## config.mk

```make
export PLATFORM = sky130hd
export DESIGN_NAME = lidar_frame_parser_average
export DESIGN_NICKNAME = d
export VERILOG_FILES = /design/src/sv/lfpa_pkg.sv /design/src/sv/lidar_frame_parser_average.sv /design/src/sv/lfpa_front.sv /design/src/sv/lfpa_queue.sv /design/src/sv/lfpa_div.sv /design/src/sv/lfpa_back.sv
export SDC_FILE = /design/constraint.sdc
export NUM_CORES = 2
export LEC_CHECK = 0
export BUFFER_PORTS_ARGS = -buffer_cell sky130_fd_sc_hd__buf_2
export CORE_UTILIZATION = 40
export CTS_CLUSTER_DIAMETER = 30
export DETAILED_ROUTE_END_ITERATION = 8
export GPL_ROUTABILITY_DRIVEN = 0
export PLACE_DENSITY = 0.63
export SYNTH_ARGS = -nofsm -noshare
export SYNTH_HDL_FRONTEND = slang
export SYNTH_SLANG_ARGS = --single-unit
```

## constraint.sdc

```tcl
create_clock -name clk -period 5.6 [get_ports clk]
set_input_delay 0.56 -clock clk [delete_from_list [all_inputs] [get_ports clk]]
set_output_delay 0.56 -clock clk [all_outputs]
set_load 0.03 [all_outputs]
```

## src/sv/lfpa_pkg.sv

```systemverilog
// Shared types and constants for the lidar frame parser.
package lfpa_pkg;

  localparam logic [7:0] HEADER_BYTE     = 8'hAA;
  localparam logic [2:0] HEADER_LEN      = 3'd4;
  localparam int         BYTES_PER_POINT = 15;
  localparam int         SLOT_BITS       = BYTES_PER_POINT * 8;
  localparam int         QUEUE_DEPTH     = 4;
  localparam int         QPTR_W          = $clog2(QUEUE_DEPTH);
  localparam int         DIV_STEPS       = 32;

  localparam logic OP_STORE = 1'b0;
  localparam logic OP_EMIT  = 1'b1;

  localparam logic REC_POINT   = 1'b0;
  localparam logic REC_SUMMARY = 1'b1;

  typedef struct packed {
    logic       op;
    logic [7:0] addr;
    logic [7:0] data;
  } cmd_t;

endpackage

```

## src/sv/lidar_frame_parser_average.sv

```systemverilog
// Lidar frame parser: one received byte per beat in, point and summary records out.
// Bytes are taken one per cycle while the four-entry command queue has room. Header,
// address, command, offset and length bytes cost nothing downstream; each payload byte
// is written by the back end into the single-port payload memory. The checksum byte
// starts frame emission: each point needs 15 memory reads, the return of the last byte
// and the presentation of its record, which waits while the result side stalls; then a
// bit-serial divide forms the average before the summary record. During emission the
// header and other non-payload bytes of the next frame pass freely; the queue absorbs
// four of its payload bytes before in_ready drops. The payload memory is not cleared at
// reset; every slot read is written earlier in the same frame.
module lidar_frame_parser_average #(
  parameter int PAYLOAD_BYTES    = 184,
  parameter int POINTS_PER_FRAME = 12
) (
  input  logic               clk,
  input  logic               rst_n,
  input  logic               in_valid,
  output logic               in_ready,
  input  logic [7:0]         in_rx_byte,
  output logic               out_valid,
  input  logic               out_ready,
  output logic               out_record_kind,
  output logic [3:0]         out_point_index,
  output logic signed [15:0] out_distance,
  output logic [15:0]        out_noise,
  output logic [31:0]        out_peak,
  output logic [7:0]         out_confidence,
  output logic [31:0]        out_integration_time,
  output logic signed [15:0] out_reference_tof,
  output logic [15:0]        out_average_distance,
  output logic [3:0]         out_valid_points,
  output logic               out_last_of_frame
);
  import lfpa_pkg::*;

  cmd_t push_cmd, pop_cmd;
  logic push, q_full, q_pop, q_valid;

  lfpa_front #(.PAYLOAD_BYTES(PAYLOAD_BYTES)) u_front (
    .clk        (clk),
    .rst_n      (rst_n),
    .in_valid   (in_valid),
    .in_rx_byte (in_rx_byte),
    .in_ready   (in_ready),
    .q_full     (q_full),
    .push       (push),
    .push_cmd   (push_cmd)
  );

  lfpa_queue u_queue (
    .clk       (clk),
    .rst_n     (rst_n),
    .push      (push),
    .push_cmd  (push_cmd),
    .full      (q_full),
    .pop       (q_pop),
    .not_empty (q_valid),
    .pop_cmd   (pop_cmd)
  );

  lfpa_back #(
    .PAYLOAD_BYTES    (PAYLOAD_BYTES),
    .POINTS_PER_FRAME (POINTS_PER_FRAME)
  ) u_back (
    .clk                  (clk),
    .rst_n                (rst_n),
    .q_valid              (q_valid),
    .q_cmd                (pop_cmd),
    .q_pop                (q_pop),
    .out_ready            (out_ready),
    .out_valid            (out_valid),
    .out_record_kind      (out_record_kind),
    .out_point_index      (out_point_index),
    .out_distance         (out_distance),
    .out_noise            (out_noise),
    .out_peak             (out_peak),
    .out_confidence       (out_confidence),
    .out_integration_time (out_integration_time),
    .out_reference_tof    (out_reference_tof),
    .out_average_distance (out_average_distance),
    .out_valid_points     (out_valid_points),
    .out_last_of_frame    (out_last_of_frame)
  );

  a_kind_last: assert property (@(posedge clk) disable iff (!rst_n)
    out_valid |-> (out_record_kind == out_last_of_frame))
    else $error("record kind and end-of-frame flag disagree");

  a_point_fields: assert property (@(posedge clk) disable iff (!rst_n)
    (out_valid && out_record_kind == REC_POINT) |->
      (out_point_index < 4'(POINTS_PER_FRAME)) && (out_average_distance == 16'd0) &&
      (out_valid_points == 4'd0))
    else $error("point record carries summary fields or a bad index");

  a_summary_fields: assert property (@(posedge clk) disable iff (!rst_n)
    (out_valid && out_record_kind == REC_SUMMARY) |->
      (out_valid_points <= 4'(POINTS_PER_FRAME)) && (out_distance == 16'sd0) &&
      (out_point_index == 4'd0))
    else $error("summary record carries point fields or too many points");

endmodule

```

## src/sv/lfpa_front.sv

```systemverilog
// Frame header hunter and phase tracker; issues store and emit commands.
module lfpa_front #(
  parameter int PAYLOAD_BYTES = 184
) (
  input  logic          clk,
  input  logic          rst_n,
  input  logic          in_valid,
  input  logic [7:0]    in_rx_byte,
  output logic          in_ready,
  input  logic          q_full,
  output logic          push,
  output lfpa_pkg::cmd_t push_cmd
);
  import lfpa_pkg::*;

  localparam logic [3:0] PH_HEADER  = 4'd0;
  localparam logic [3:0] PH_ADDR    = 4'd1;
  localparam logic [3:0] PH_CMD     = 4'd2;
  localparam logic [3:0] PH_OFF1    = 4'd3;
  localparam logic [3:0] PH_OFF2    = 4'd4;
  localparam logic [3:0] PH_LENLO   = 4'd5;
  localparam logic [3:0] PH_LENHI   = 4'd6;
  localparam logic [3:0] PH_PAYLOAD = 4'd7;
  localparam logic [3:0] PH_CHECK   = 4'd8;

  localparam logic [7:0] PAY_LEN  = 8'(PAYLOAD_BYTES);
  localparam logic [7:0] PAY_LAST = 8'(PAYLOAD_BYTES - 1);

  logic [3:0] phase_r, phase_nxt;
  logic [2:0] run_r, run_nxt;
  logic [7:0] pos_r, pos_nxt;
  logic       fire;

  assign in_ready = !q_full;
  assign fire     = in_valid && in_ready;

  always_comb begin
    phase_nxt = phase_r;
    run_nxt   = run_r;
    pos_nxt   = pos_r;
    push      = 1'b0;
    push_cmd  = '{op: OP_STORE, addr: pos_r, data: in_rx_byte};
    if (fire) begin
      unique case (phase_r)
        PH_HEADER: begin
          if (in_rx_byte == HEADER_BYTE) begin
            run_nxt = run_r + 3'd1;
            if (run_nxt == HEADER_LEN) phase_nxt = PH_ADDR;
          end else begin
            run_nxt = 3'd0;
          end
        end
        PH_ADDR, PH_CMD, PH_OFF1, PH_OFF2, PH_LENLO: begin
          phase_nxt = phase_r + 4'd1;
        end
        PH_LENHI: begin
          pos_nxt   = 8'd0;
          phase_nxt = PH_PAYLOAD;
        end
        PH_PAYLOAD: begin
          if (pos_r < PAY_LEN) begin
            push    = 1'b1;
            pos_nxt = pos_r + 8'd1;
            if (pos_r == PAY_LAST) phase_nxt = PH_CHECK;
          end
        end
        PH_CHECK: begin
          push         = 1'b1;
          push_cmd.op  = OP_EMIT;
          phase_nxt    = PH_HEADER;
          run_nxt      = 3'd0;
        end
        default: begin
          phase_nxt = PH_HEADER;
          run_nxt   = 3'd0;
        end
      endcase
    end
  end

  always_ff @(posedge clk) begin
    if (!rst_n) begin
      phase_r <= PH_HEADER;
      run_r   <= 3'd0;
      pos_r   <= 8'd0;
    end else begin
      phase_r <= phase_nxt;
      run_r   <= run_nxt;
      pos_r   <= pos_nxt;
    end
  end

endmodule

```

## src/sv/lfpa_queue.sv

```systemverilog
// Short command queue between the parser front and the record back end.
module lfpa_queue (
  input  logic           clk,
  input  logic           rst_n,
  input  logic           push,
  input  lfpa_pkg::cmd_t push_cmd,
  output logic           full,
  input  logic           pop,
  output logic           not_empty,
  output lfpa_pkg::cmd_t pop_cmd
);
  import lfpa_pkg::*;

  cmd_t                entry_r [QUEUE_DEPTH];
  logic [QPTR_W-1:0]   wr_r, wr_nxt, rd_r, rd_nxt;
  logic [QPTR_W:0]     cnt_r, cnt_nxt;

  assign full      = (cnt_r == (QPTR_W+1)'(QUEUE_DEPTH));
  assign not_empty = (cnt_r != '0);
  assign pop_cmd   = entry_r[rd_r];

  always_comb begin
    wr_nxt  = push ? wr_r + 1'b1 : wr_r;
    rd_nxt  = pop  ? rd_r + 1'b1 : rd_r;
    cnt_nxt = cnt_r + (QPTR_W+1)'(push) - (QPTR_W+1)'(pop);
  end

  always_ff @(posedge clk) begin
    if (push) entry_r[wr_r] <= push_cmd;
  end

  always_ff @(posedge clk) begin
    if (!rst_n) begin
      wr_r  <= '0;
      rd_r  <= '0;
      cnt_r <= '0;
    end else begin
      wr_r  <= wr_nxt;
      rd_r  <= rd_nxt;
      cnt_r <= cnt_nxt;
    end
  end

endmodule

```

## src/sv/lfpa_div.sv

```systemverilog
// Bit-serial restoring divider, 32-bit dividend by 4-bit divisor.
module lfpa_div (
  input  logic        clk,
  input  logic        rst_n,
  input  logic        start,
  input  logic [31:0] dividend,
  input  logic [3:0]  divisor,
  output logic        done,
  output logic [31:0] quotient
);
  import lfpa_pkg::*;

  localparam int CW = $clog2(DIV_STEPS);

  logic          busy_r, busy_nxt;
  logic          done_r, done_nxt;
  logic [CW-1:0] step_r, step_nxt;
  logic [31:0]   q_r, q_nxt;
  logic [3:0]    rem_r, rem_nxt;
  logic [3:0]    dvs_r, dvs_nxt;
  logic [4:0]    rem_sh;

  assign done     = done_r;
  assign quotient = q_r;
  assign rem_sh   = {rem_r, q_r[31]};

  always_comb begin
    busy_nxt = busy_r;
    done_nxt = 1'b0;
    step_nxt = step_r;
    q_nxt    = q_r;
    rem_nxt  = rem_r;
    dvs_nxt  = dvs_r;
    if (start) begin
      busy_nxt = 1'b1;
      step_nxt = '0;
      q_nxt    = dividend;
      rem_nxt  = 4'd0;
      dvs_nxt  = divisor;
    end else if (busy_r) begin
      // one quotient bit a cycle, shifted in from the bottom
      if (rem_sh >= {1'b0, dvs_r}) begin
        rem_nxt = 4'(rem_sh - {1'b0, dvs_r});
        q_nxt   = {q_r[30:0], 1'b1};
      end else begin
        rem_nxt = rem_sh[3:0];
        q_nxt   = {q_r[30:0], 1'b0};
      end
      step_nxt = step_r + 1'b1;
      if (step_r == CW'(DIV_STEPS - 1)) begin
        busy_nxt = 1'b0;
        done_nxt = 1'b1;
      end
    end
  end

  always_ff @(posedge clk) begin
    q_r   <= q_nxt;
    rem_r <= rem_nxt;
    dvs_r <= dvs_nxt;
  end

  always_ff @(posedge clk) begin
    if (!rst_n) begin
      busy_r <= 1'b0;
      done_r <= 1'b0;
      step_r <= '0;
    end else begin
      busy_r <= busy_nxt;
      done_r <= done_nxt;
      step_r <= step_nxt;
    end
  end

endmodule

```

## src/sv/lfpa_back.sv

```systemverilog
// Payload store, point decoder, distance averaging and result register.
module lfpa_back #(
  parameter int PAYLOAD_BYTES    = 184,
  parameter int POINTS_PER_FRAME = 12
) (
  input  logic                clk,
  input  logic                rst_n,
  input  logic                q_valid,
  input  lfpa_pkg::cmd_t      q_cmd,
  output logic                q_pop,
  input  logic                out_ready,
  output logic                out_valid,
  output logic                out_record_kind,
  output logic [3:0]          out_point_index,
  output logic signed [15:0]  out_distance,
  output logic [15:0]         out_noise,
  output logic [31:0]         out_peak,
  output logic [7:0]          out_confidence,
  output logic [31:0]         out_integration_time,
  output logic signed [15:0]  out_reference_tof,
  output logic [15:0]         out_average_distance,
  output logic [3:0]          out_valid_points,
  output logic                out_last_of_frame
);
  import lfpa_pkg::*;

  localparam int         AW        = $clog2(PAYLOAD_BYTES);
  localparam logic [3:0] LAST_PNT  = 4'(POINTS_PER_FRAME - 1);
  localparam logic [3:0] SLOT_LEN  = 4'(BYTES_PER_POINT);
  localparam logic [7:0] SLOT_STEP = 8'(BYTES_PER_POINT);

  localparam logic [2:0] B_IDLE   = 3'd0;
  localparam logic [2:0] B_READ   = 3'd1;
  localparam logic [2:0] B_PUT    = 3'd2;
  localparam logic [2:0] B_DSTART = 3'd3;
  localparam logic [2:0] B_DWAIT  = 3'd4;
  localparam logic [2:0] B_SUM    = 3'd5;

  logic [7:0] mem [PAYLOAD_BYTES];
  logic [7:0] rd_data_r;

  logic [2:0]           st_r, st_nxt;
  logic [7:0]           base_r, base_nxt;
  logic [3:0]           iss_r, iss_nxt;
  logic                 pend_r, pend_nxt;
  logic [SLOT_BITS-1:0] slot_r, slot_nxt;
  logic [3:0]           pnt_r, pnt_nxt;
  logic [31:0]          sum_r, sum_nxt;
  logic [3:0]           cnt_r, cnt_nxt;
  logic                 out_valid_r, out_valid_nxt;

  logic        mem_we, rd_en, out_free, load_pt, load_sum, div_start, div_done;
  logic [7:0]  rd_addr;
  logic [15:0] slot_dist;
  logic [31:0] quot;

  assign q_pop     = (st_r == B_IDLE) && q_valid;
  assign mem_we    = q_pop && (q_cmd.op == OP_STORE);
  assign rd_addr   = base_r + {4'd0, iss_r};
  assign out_free  = !out_valid_r || out_ready;
  assign slot_dist = slot_r[15:0];
  assign out_valid = out_valid_r;

  always_comb begin
    st_nxt    = st_r;
    base_nxt  = base_r;
    iss_nxt   = iss_r;
    pend_nxt  = 1'b0;
    slot_nxt  = slot_r;
    pnt_nxt   = pnt_r;
    sum_nxt   = sum_r;
    cnt_nxt   = cnt_r;
    rd_en     = 1'b0;
    load_pt   = 1'b0;
    load_sum  = 1'b0;
    div_start = 1'b0;
    unique case (st_r)
      B_IDLE: begin
        if (q_pop && q_cmd.op == OP_EMIT) begin
          base_nxt = 8'd0;
          iss_nxt  = 4'd0;
          pnt_nxt  = 4'd0;
          sum_nxt  = 32'd0;
          cnt_nxt  = 4'd0;
          st_nxt   = B_READ;
        end
      end
      B_READ: begin
        if (iss_r != SLOT_LEN) begin
          rd_en    = 1'b1;
          iss_nxt  = iss_r + 4'd1;
          pend_nxt = 1'b1;
        end
        // shift each returned byte in from the top: byte 0 ends at the bottom
        if (pend_r) slot_nxt = {rd_data_r, slot_r[SLOT_BITS-1:8]};
        if (iss_r == SLOT_LEN && pend_r) st_nxt = B_PUT;
      end
      B_PUT: begin
        if (out_free) begin
          load_pt = 1'b1;
          if (slot_dist != 16'd0) begin
            sum_nxt = sum_r + {{16{slot_dist[15]}}, slot_dist};
            cnt_nxt = cnt_r + 4'd1;
          end
          if (pnt_r == LAST_PNT) begin
            st_nxt = B_DSTART;
          end else begin
            pnt_nxt  = pnt_r + 4'd1;
            base_nxt = base_r + SLOT_STEP;
            iss_nxt  = 4'd0;
            st_nxt   = B_READ;
          end
        end
      end
      B_DSTART: begin
        div_start = 1'b1;
        st_nxt    = B_DWAIT;
      end
      B_DWAIT: begin
        if (div_done) st_nxt = B_SUM;
      end
      B_SUM: begin
        if (out_free) begin
          load_sum = 1'b1;
          st_nxt   = B_IDLE;
        end
      end
      default: st_nxt = B_IDLE;
    endcase
    out_valid_nxt = (load_pt || load_sum) ? 1'b1 : (out_ready ? 1'b0 : out_valid_r);
  end

  always_ff @(posedge clk) begin
    if (mem_we) mem[q_cmd.addr[AW-1:0]] <= q_cmd.data;
    if (rd_en) rd_data_r <= mem[rd_addr[AW-1:0]];
  end

  lfpa_div u_div (
    .clk      (clk),
    .rst_n    (rst_n),
    .start    (div_start),
    .dividend (sum_r),
    .divisor  (cnt_r),
    .done     (div_done),
    .quotient (quot)
  );

  always_ff @(posedge clk) begin
    base_r <= base_nxt;
    iss_r  <= iss_nxt;
    slot_r <= slot_nxt;
    pnt_r  <= pnt_nxt;
    sum_r  <= sum_nxt;
    cnt_r  <= cnt_nxt;
    if (load_pt) begin
      out_record_kind      <= REC_POINT;
      out_point_index      <= pnt_r;
      out_distance         <= slot_r[15:0];
      out_noise            <= slot_r[31:16];
      out_peak             <= slot_r[63:32];
      out_confidence       <= slot_r[71:64];
      out_integration_time <= slot_r[103:72];
      out_reference_tof    <= slot_r[119:104];
      out_average_distance <= 16'd0;
      out_valid_points     <= 4'd0;
      out_last_of_frame    <= 1'b0;
    end else if (load_sum) begin
      out_record_kind      <= REC_SUMMARY;
      out_point_index      <= 4'd0;
      out_distance         <= 16'sd0;
      out_noise            <= 16'd0;
      out_peak             <= 32'd0;
      out_confidence       <= 8'd0;
      out_integration_time <= 32'd0;
      out_reference_tof    <= 16'sd0;
      out_average_distance <= (cnt_r == 4'd0) ? 16'd0 : quot[15:0];
      out_valid_points     <= cnt_r;
      out_last_of_frame    <= 1'b1;
    end
  end

  always_ff @(posedge clk) begin
    if (!rst_n) begin
      st_r        <= B_IDLE;
      pend_r      <= 1'b0;
      out_valid_r <= 1'b0;
    end else begin
      st_r        <= st_nxt;
      pend_r      <= pend_nxt;
      out_valid_r <= out_valid_nxt;
    end
  end

endmodule
```

==> After elaboration in Yosys (flattened, before gate mapping) <==
Memory sizes are Yosys's and may differ from the RTL's. A register that Yosys moved wholly into a read port is not among the register bits.
Cells that the tools add are included.
{ "op_classes": {"add_sub_neg": 15, "order_cmp": 2, "n_eq_ne": 33, "muxes": 74, "bitwise": 4, "reduce_logical": 32} }
{ "ops": {"columns": ["op", "count"], "rows": [
  ["2-to-1 mux 32 bit", 8],
  ["2-to-1 mux 16 bit", 5],
  ["case mux 32 bit (2 select lines)", 1],
  ["2-to-1 mux 4 bit", 15],
  ["2-to-1 mux 8 bit", 6],
  ["adder 32 bit", 1],
  ["case mux 8 bit (2 select lines)", 2],
  ["2-to-1 mux 1 bit", 21],
  ["2-to-1 mux 3 bit", 6],
  ["!= test 2 x 1 -> 1 bit, second input constant", 9],
  ["case mux 3 bit (6 select lines)", 1],
  ["adder 4 x 1 -> 4 bit, second input constant", 4],
  ["== test 4 x 3 -> 1 bit, second input constant", 4],
  ["== test 8 bit, second input constant", 2],
  ["case mux 4 bit (2 select lines)", 2],
  ["case mux 4 bit (4 select lines)", 1],
  ["nonzero test 16 bit", 1],
  ["AND reduction 5 bit", 3],
  ["== test 3 bit, second input constant", 4],
  ["== test 4 bit, second input constant", 3],
  ["case mux 4 bit (3 select lines)", 1],
  ["nonzero test 2 bit", 5],
  ["adder 8 x 1 -> 8 bit, second input constant", 1],
  ["adder 8 x 4 -> 8 bit", 1],
  ["33 further kinds", 53]
]} }
{ "totals": {"register_bits": 391, "ramBits": 1540, "input_bits": 12, "out_inout_bits": 148, "word_cells": 193, "mem_count": 2} }
{ "memory_table": {"columns": ["name", "words", "word_bits", "read_ports", "rd_clocked_by_memory_dff", "write_ports", "line_no", "text"], "rows": [
  ["u_back.mem", 184, 8, 1, 1, 1, "lfpa_back.sv:39", "logic [7:0] mem [PAYLOAD_BYTES];"],
  ["u_queue.entry_r", 4, 17, 1, 1, 1, "lfpa_queue.sv:14", "cmd_t entry_r [QUEUE_DEPTH];"]
]} }

==> Longest topological paths before layout <==
{ "depth": {"word_depth": 6, "ltp_mapped": 14, "depth_no_buf": 11} }

==> Cells and area by module <==
A second synthesis with hierarchy kept.
{ "unflattened": {"hier_cells": 3792, "area_unflattened_um2": 76772.4} }
{ "modules_own_cells": {"columns": ["module", "instances", "cells_each", "area_per_inst_um2", "seq_area_each_um2"], "rows": [
  ["lfpa_back", 1, 3383, 70609.0, 53851.6],
  ["lfpa_queue", 1, 132, 2936.6, 2222.1],
  ["lfpa_div", 1, 143, 2105.8, 1301.2],
  ["lfpa_front", 1, 134, 1121.1, 300.3]
]} }

==> Least setup slack after synthesis <==
Ideal clock, no wire load.
{ "synth_timing": {"path_type": "input to register", "start": "in out_ready", "end": "reg u_back.out_confidence[0], enable pin", "setup_ns": 0.477, "arrival_ns": 3.899, "slack_ns": 1.225, "stages": 5, "path_buffers": 1, "path_cell_list": "nor2b_1 nor3_2 nor2_1 clkbuf_1 inv_1"} }
{ "synth_between": {"elab_chain_len": 4, "word_cells_on_any_way": 5, "cone_classes": "mux (3); reduce/logical (2)"} }
{ "synth_lines": {"columns": ["element", "line_no", "text"], "rows": [
  ["start, declared", "lidar_frame_parser_average.sv:21", "input logic out_ready,"],
  ["logical OR 1 bit (*)", "lfpa_back.sv:60", "assign out_free = !out_valid_r || out_ready;"],
  ["2-to-1 mux 1 bit (*)", "lfpa_back.sv:99, lfpa_back.sv:123", null],
  ["2-to-1 mux 1 bit", "lfpa_back.sv:77", "unique case (st_r)"],
  ["nonzero test 2 bit (no line) (*)", null, null],
  ["end signal, assigned", "lfpa_back.sv:161", "out_confidence <= slot_r[71:64];"],
  ["end, declared", "lfpa_back.sv:18", "output logic [7:0] out_confidence,"]
]} }
Mark *: on every way between the ends. The rest lies on a longest branch, timed or not.
A chain may end at the register's enable or synchronous reset.

==> Final worst setup path <==
{ "layout_timing": {"start": "reg u_back.iss_r[0]", "end": "reg u_back.rd_data_r[4] (read register of u_back.mem), data pin"} }
{ "layout_between": {"elab_chain_len": 3, "word_cells_on_any_way": 4, "cone_classes": "add/sub (1); eq/ne (1); mux (2)"} }
{ "layout_lines": {"columns": ["element", "line_no", "text"], "rows": [
  ["start, declared", "lfpa_back.sv:44", "logic [3:0] iss_r, iss_nxt;"],
  ["start signal, assigned", "lfpa_back.sv:150", "iss_r <= iss_nxt;"],
  ["branches (longest 3 deep; another with adder 8 x 4 -> 8 bit)", null, null],
  ["end, declared", "lfpa_back.sv:40", "logic [7:0] rd_data_r;"]
]} }
Parallel ways; which one is timed is not known.

==> qor.json <==
{
  "routed_wirelength": {"value": 183500, "unit": "um"},
  "tritoncts": {"value": "yes"},
  "drt-initial-drc-count": {"value": 4174},
  "regToRegStartpoint": {"value": "u_back.iss_r[0]"},
  "final.setup_skew": {"value": 79.08, "unit": "ps"},
  "coreArea": {"value": 190000, "unit": "um^2"},
  "groute.layer.met1.usage": {"value": 26.04, "unit": "%"},
  "layout.area.seq": {"value": 57680, "unit": "um^2"},
  "finalHoldViolCount": {"value": 0},
  "clock_insertion_delay_worst_skew": {"value": 940, "unit": "ps"},
  "postCtsResizedCells": {"value": 0},
  "cp-end-kind": {"value": "flop"},
  "syn-mean-instance-area": {"value": 19.01, "unit": "um^2"},
  "slew_headroom": {"value": 11.58, "unit": "%"},
  "p_total": {"value": 42440, "unit": "uW"},
  "global_route.usage.met2": {"value": 29.46, "unit": "%"},
  "clk_pin_slew_worst_paths": {"value": 50, "unit": "ps"},
  "die_height": {"value": 439.2, "unit": "um"},
  "finalCriticalPeriod": {"value": 4771, "unit": "ps"},
  "synth-async-reset-ratio": {"value": 0, "unit": "%"},
  "num_rows": {"value": 160},
  "yosysUniqueCellTypes": {"value": 72},
  "critical_path_capture_point": {"value": "u_back.rd_data_r[4]"},
  "hpwl": {"value": 108400, "unit": "um"},
  "synth.net_count": {"value": 4097},
  "detail_route.vias_per_cell": {"value": 5.495},
  "yosys_most_used_dff": {"value": "sky130_fd_sc_hd__edfxtp_1"},
  "ys_ff_latch": {"value": 1941},
  "rr_endpoint": {"value": "u_back.rd_data_r[4]"},
  "cts_inserted_buffers": {"value": 392},
  "dr.pass1.iters": {"value": 5},
  "grt_use_met3": {"value": 4.501, "unit": "%"},
  "layout-drive-gt1-share": {"value": 27.57, "unit": "%"},
  "critical_path_peak_fanout": {"value": 30},
  "drv_cap": {"value": 0},
  "mostFrequentLayoutCells": {"value": "1880 x sky130_fd_sc_hd__edfxtp_1, 415 x sky130_fd_sc_hd__mux4_2, 395 x sky130_fd_sc_hd__clkbuf_16"},
  "synth.cell_area": {"value": 76450, "unit": "um^2"},
  "grt.total_usage": {"value": 18.91, "unit": "%"},
  "worst_setup_sp": {"value": "u_back.iss_r[0]"},
  "fmax": {"value": 0.2096, "unit": "GHz"},
  "die-width": {"value": 439.2, "unit": "um"},
  "worst_slew_pin_slew": {"value": 1321, "unit": "ps"},
  "initial_antenna_violation_count": {"value": 10},
  "outcome": {"value": "completed"},
  "reg_to_reg_setup_timing_slack": {"value": 830, "unit": "ps"},
  "power.switching": {"value": 9601, "unit": "uW"},
  "grt_first_pass_wirelength": {"value": 269900, "unit": "um"},
  "cts_buffer_depth": {"value": 4},
  "top_usage_layer": {"value": "met2"},
  "startpoint_type": {"value": "flop"},
  "critical_path.max_stage_delay": {"value": 1010, "unit": "ps"},
  "top_level_ports": {"value": 160},
  "power.density_cell_area": {"value": 452.8, "unit": "nW/um^2"},
  "cells_after_synthesis": {"value": 4022},
  "mostFrequentLayoutCell": {"value": "sky130_fd_sc_hd__edfxtp_1"},
  "timing.critical_path.slowest_stage_cell": {"value": "sky130_fd_sc_hd__a211oi_1"},
  "combinational_share_of_power": {"value": 8.5, "unit": "%"},
  "nFillCells": {"value": 15260},
  "fin_nets": {"value": 4549},
  "cts.repair_timing.setup_buffer_count": {"value": 0},
  "areaGrowthSynthToFinish": {"value": 22.59, "unit": "%"},
  "leakagePower": {"value": 0.03139, "unit": "uW"},
  "worst_ep_required_time": {"value": 6220, "unit": "ps"},
  "remaining_drc_errors": {"value": 0},
  "cts_num_sinks": {"value": 1941},
  "initial_core_util": {"value": 40.24, "unit": "%"},
  "grt_remaining_overflow": {"value": 0},
  "postRouteAntennaNets": {"value": 0},
  "grt_setup_unrepaired": {"value": "false"},
  "fp.dieArea": {"value": 192900, "unit": "um^2"},
  "fin_tns_setup": {"value": 0, "unit": "ps"},
  "dr_total_vias": {"value": 40080},
  "synth-seq-area-share": {"value": 75.44, "unit": "%"},
  "share_seq_of_total_power": {"value": 37.4, "unit": "%"},
  "setup_violations": {"value": 0},
  "synth_edf_count": {"value": 1880},
  "peakVddDrop": {"value": 374.7, "unit": "uV"},
  "placement.io_buffers": {"value": 159},
  "critical_path_start_end_classification": {"value": "reg2reg"},
  "ctsRootBufferMaster": {"value": "sky130_fd_sc_hd__clkbuf_16"},
  "power_frac_clock": {"value": 54.2, "unit": "%"},
  "reg2regPathDepth": {"value": 11},
  "period_share": {"value": 85.20, "unit": "%"},
  "slew_violations": {"value": 0},
  "cts.hold.buffers_added": {"value": 9},
  "swShare": {"value": 22.62, "unit": "%"},
  "internal_power": {"value": 32840, "unit": "uW"},
  "grt_start_max_net_pins": {"value": 122},
  "synthesis.yosys.warnings": {"value": 0},
  "crit_chain": {"value": "ha_4, inv_1, fa_4, nand2b_1, a211oi_1, xor2_4, buf_4, mux4_2, mux2i_1, a21oi_1, and3_1"},
  "wl_per_cell": {"value": 25.16, "unit": "um"},
  "worst-endpoint-arrival": {"value": 5400, "unit": "ps"},
  "class_of_the_tightest_hold_or_removal_check": {"value": "in2reg"},
  "clock_tree.htree_level_count": {"value": 5},
  "first_global_vias": {"value": 40320},
  "multi_input_comb_area": {"value": 17760, "unit": "um^2"}
}
layer usage:
layer  share of wire (%)  vias to the layer above
met5               0.019                        -
met4                 2.8                        6
met3                 8.3                      342
met2                  47                     1760
met1                  41                    20710
li1                    -                    17260
worst min path at each step:
stage                                    from                   endpoint  slack (ps)  cells past startpoint
final                                in_valid         u_front.phase_r[3]         160                      4
after global routing                out_ready  u_back.out_point_index[1]         120                      3
after CTS                            in_valid         u_front.phase_r[3]          80                      4
after detailed placement   u_back.slot_r[109]         u_back.slot_r[101]         430                      0
after global placement     u_back.slot_r[113]         u_back.slot_r[105]         420                      0
after floorplan           u_back.rd_data_r[0]         u_back.slot_r[112]         400                      0
synth_stat cells, types with 4 or more instances:
cell                       instances  share of area, %
sky130_fd_sc_hd__nor2_1          315               1.5
sky130_fd_sc_hd__a21o_1           24              0.24
sky130_fd_sc_hd__edfxtp_1       1880                74
sky130_fd_sc_hd__a211oi_1         16              0.16
sky130_fd_sc_hd__a21oi_1          61              0.40
sky130_fd_sc_hd__nand2_1         335               1.6
sky130_fd_sc_hd__o31ai_1           8             0.079
sky130_fd_sc_hd__fa_1              4              0.10
sky130_fd_sc_hd__xor2_1           29              0.33
sky130_fd_sc_hd__nor3b_1           5             0.049
sky130_fd_sc_hd__and3_1          154               1.3
sky130_fd_sc_hd__mux4_2          423                12
sky130_fd_sc_hd__and2_1           15              0.12
sky130_fd_sc_hd__or3_1             4             0.033
sky130_fd_sc_hd__mux2i_1          48              0.63
sky130_fd_sc_hd__o21a_1            6             0.059
sky130_fd_sc_hd__nand2b_1          7             0.057
sky130_fd_sc_hd__a22o_1           20              0.23
sky130_fd_sc_hd__o21ai_0          34              0.22
sky130_fd_sc_hd__nor2b_1          17              0.14
sky130_fd_sc_hd__nand3_1          68              0.45
sky130_fd_sc_hd__inv_1            34              0.17
sky130_fd_sc_hd__a22oi_1           9             0.088
sky130_fd_sc_hd__clkbuf_1        100              0.49
sky130_fd_sc_hd__a32oi_1           9              0.10
sky130_fd_sc_hd__buf_1            16             0.079
sky130_fd_sc_hd__buf_4            39              0.38
sky130_fd_sc_hd__ha_1             59              0.97
sky130_fd_sc_hd__and4_1            5             0.057
sky130_fd_sc_hd__o211ai_1          8             0.079
sky130_fd_sc_hd__buf_2            53              0.35
sky130_fd_sc_hd__a311oi_1         16              0.18
sky130_fd_sc_hd__nor3_1           25              0.16
sky130_fd_sc_hd__a221oi_1          6             0.069
sky130_fd_sc_hd__a31oi_1          21              0.17
sky130_fd_sc_hd__nand4_1          11             0.090
sky130_fd_sc_hd__dfxtp_1          61               1.6
sky130_fd_sc_hd__xnor2_1          26              0.30
per-stage QoR:
| stage | instance area [um^2] | worst slack [ps] | util (%) | std cells | hold slack [ps] |
|---|---|---|---|---|---|
| after global placement | 80470 | 895.7 | 42.36 | 6582 | 424.0 |
| final | 93720 | 828.7 | 49.33 | 7293 | 157.7 |
| after CTS | 93720 | 837.1 | 49.33 | 7292 | 80.78 |
| after global routing | 93720 | 568.3 | 49.33 | 7292 | 119.6 |
| after detailed placement | 80470 | 918.2 | 42.36 | 6582 | 427.6 |
| after floorplan | 76450 | 1225 | - | 4022 | 400.3 |
state kept, by name (all words and copies together) (netlist names), 5 cells and up, named ones only:
signal and cells:
u_back.mem 1472, u_back.out_integration_time 32, u_back.u_div.quotient 32, u_front.pos_r 8, u_back.out_noise 16, u_back.rd_data_r 8, u_back.out_average_distance 16, u_back.slot_r 120
u_queue.entry_r 68, u_back.out_distance 16, u_back.base_r 8, u_back.sum_r 32, u_back.out_confidence 8, u_back.out_peak 32, u_back.u_div.step_r 5, u_back.out_reference_tof 16
critical path: cells and delay by family (launching register included):
kind                       cells  cell delay [ps]
xor gates and xnor gates       1              530
DFF                            1              440
buffers and inverters          2              550
and+or+nand+nor                2              390
muxes                          2              800
adders and majority gates      2              650
AOI/OAI and AO/OA              2             1120
logic make-up after synthesis:
group / count (synthesis) / synth area share (%)
simple gates: 980 / 5.812
flops: 1941 / 75.44
fa+ha+maj: 63 / 1.070
buf+inv: 245 / 1.493
xor+xnor: 55 / 0.6301
mux: 474 / 13.17
compound gates: 264 / 2.378
layout make-up:
class / count / area share [%]
Sequential cell: 1941 / 61.54
Multi-Input combinational cell: 1836 / 18.95
Clock buffer: 441 / 10.77
Tap cell: 2511 / 3.352
Clock inverter: 260 / 3.268
Timing Repair Buffer: 268 / 1.973
Inverter: 35 / 0.1428
Antenna cell: 1 / 0.002670
power groups by stage:
stage / clock [uW] / sequential [uW] / combinational [uW]
2_1_floorplan: 0 / 16100 / 2420
3_3_place_gp: 0 / 16100 / 3600
3_5_place_dp: 0 / 16100 / 3590
4_1_cts: 23300 / 15900 / 3620
5_1_grt: 24000 / 15900 / 3780
6_report: 23000 / 15900 / 3590
Note: power is estimated with default switching activity, not from simulation.
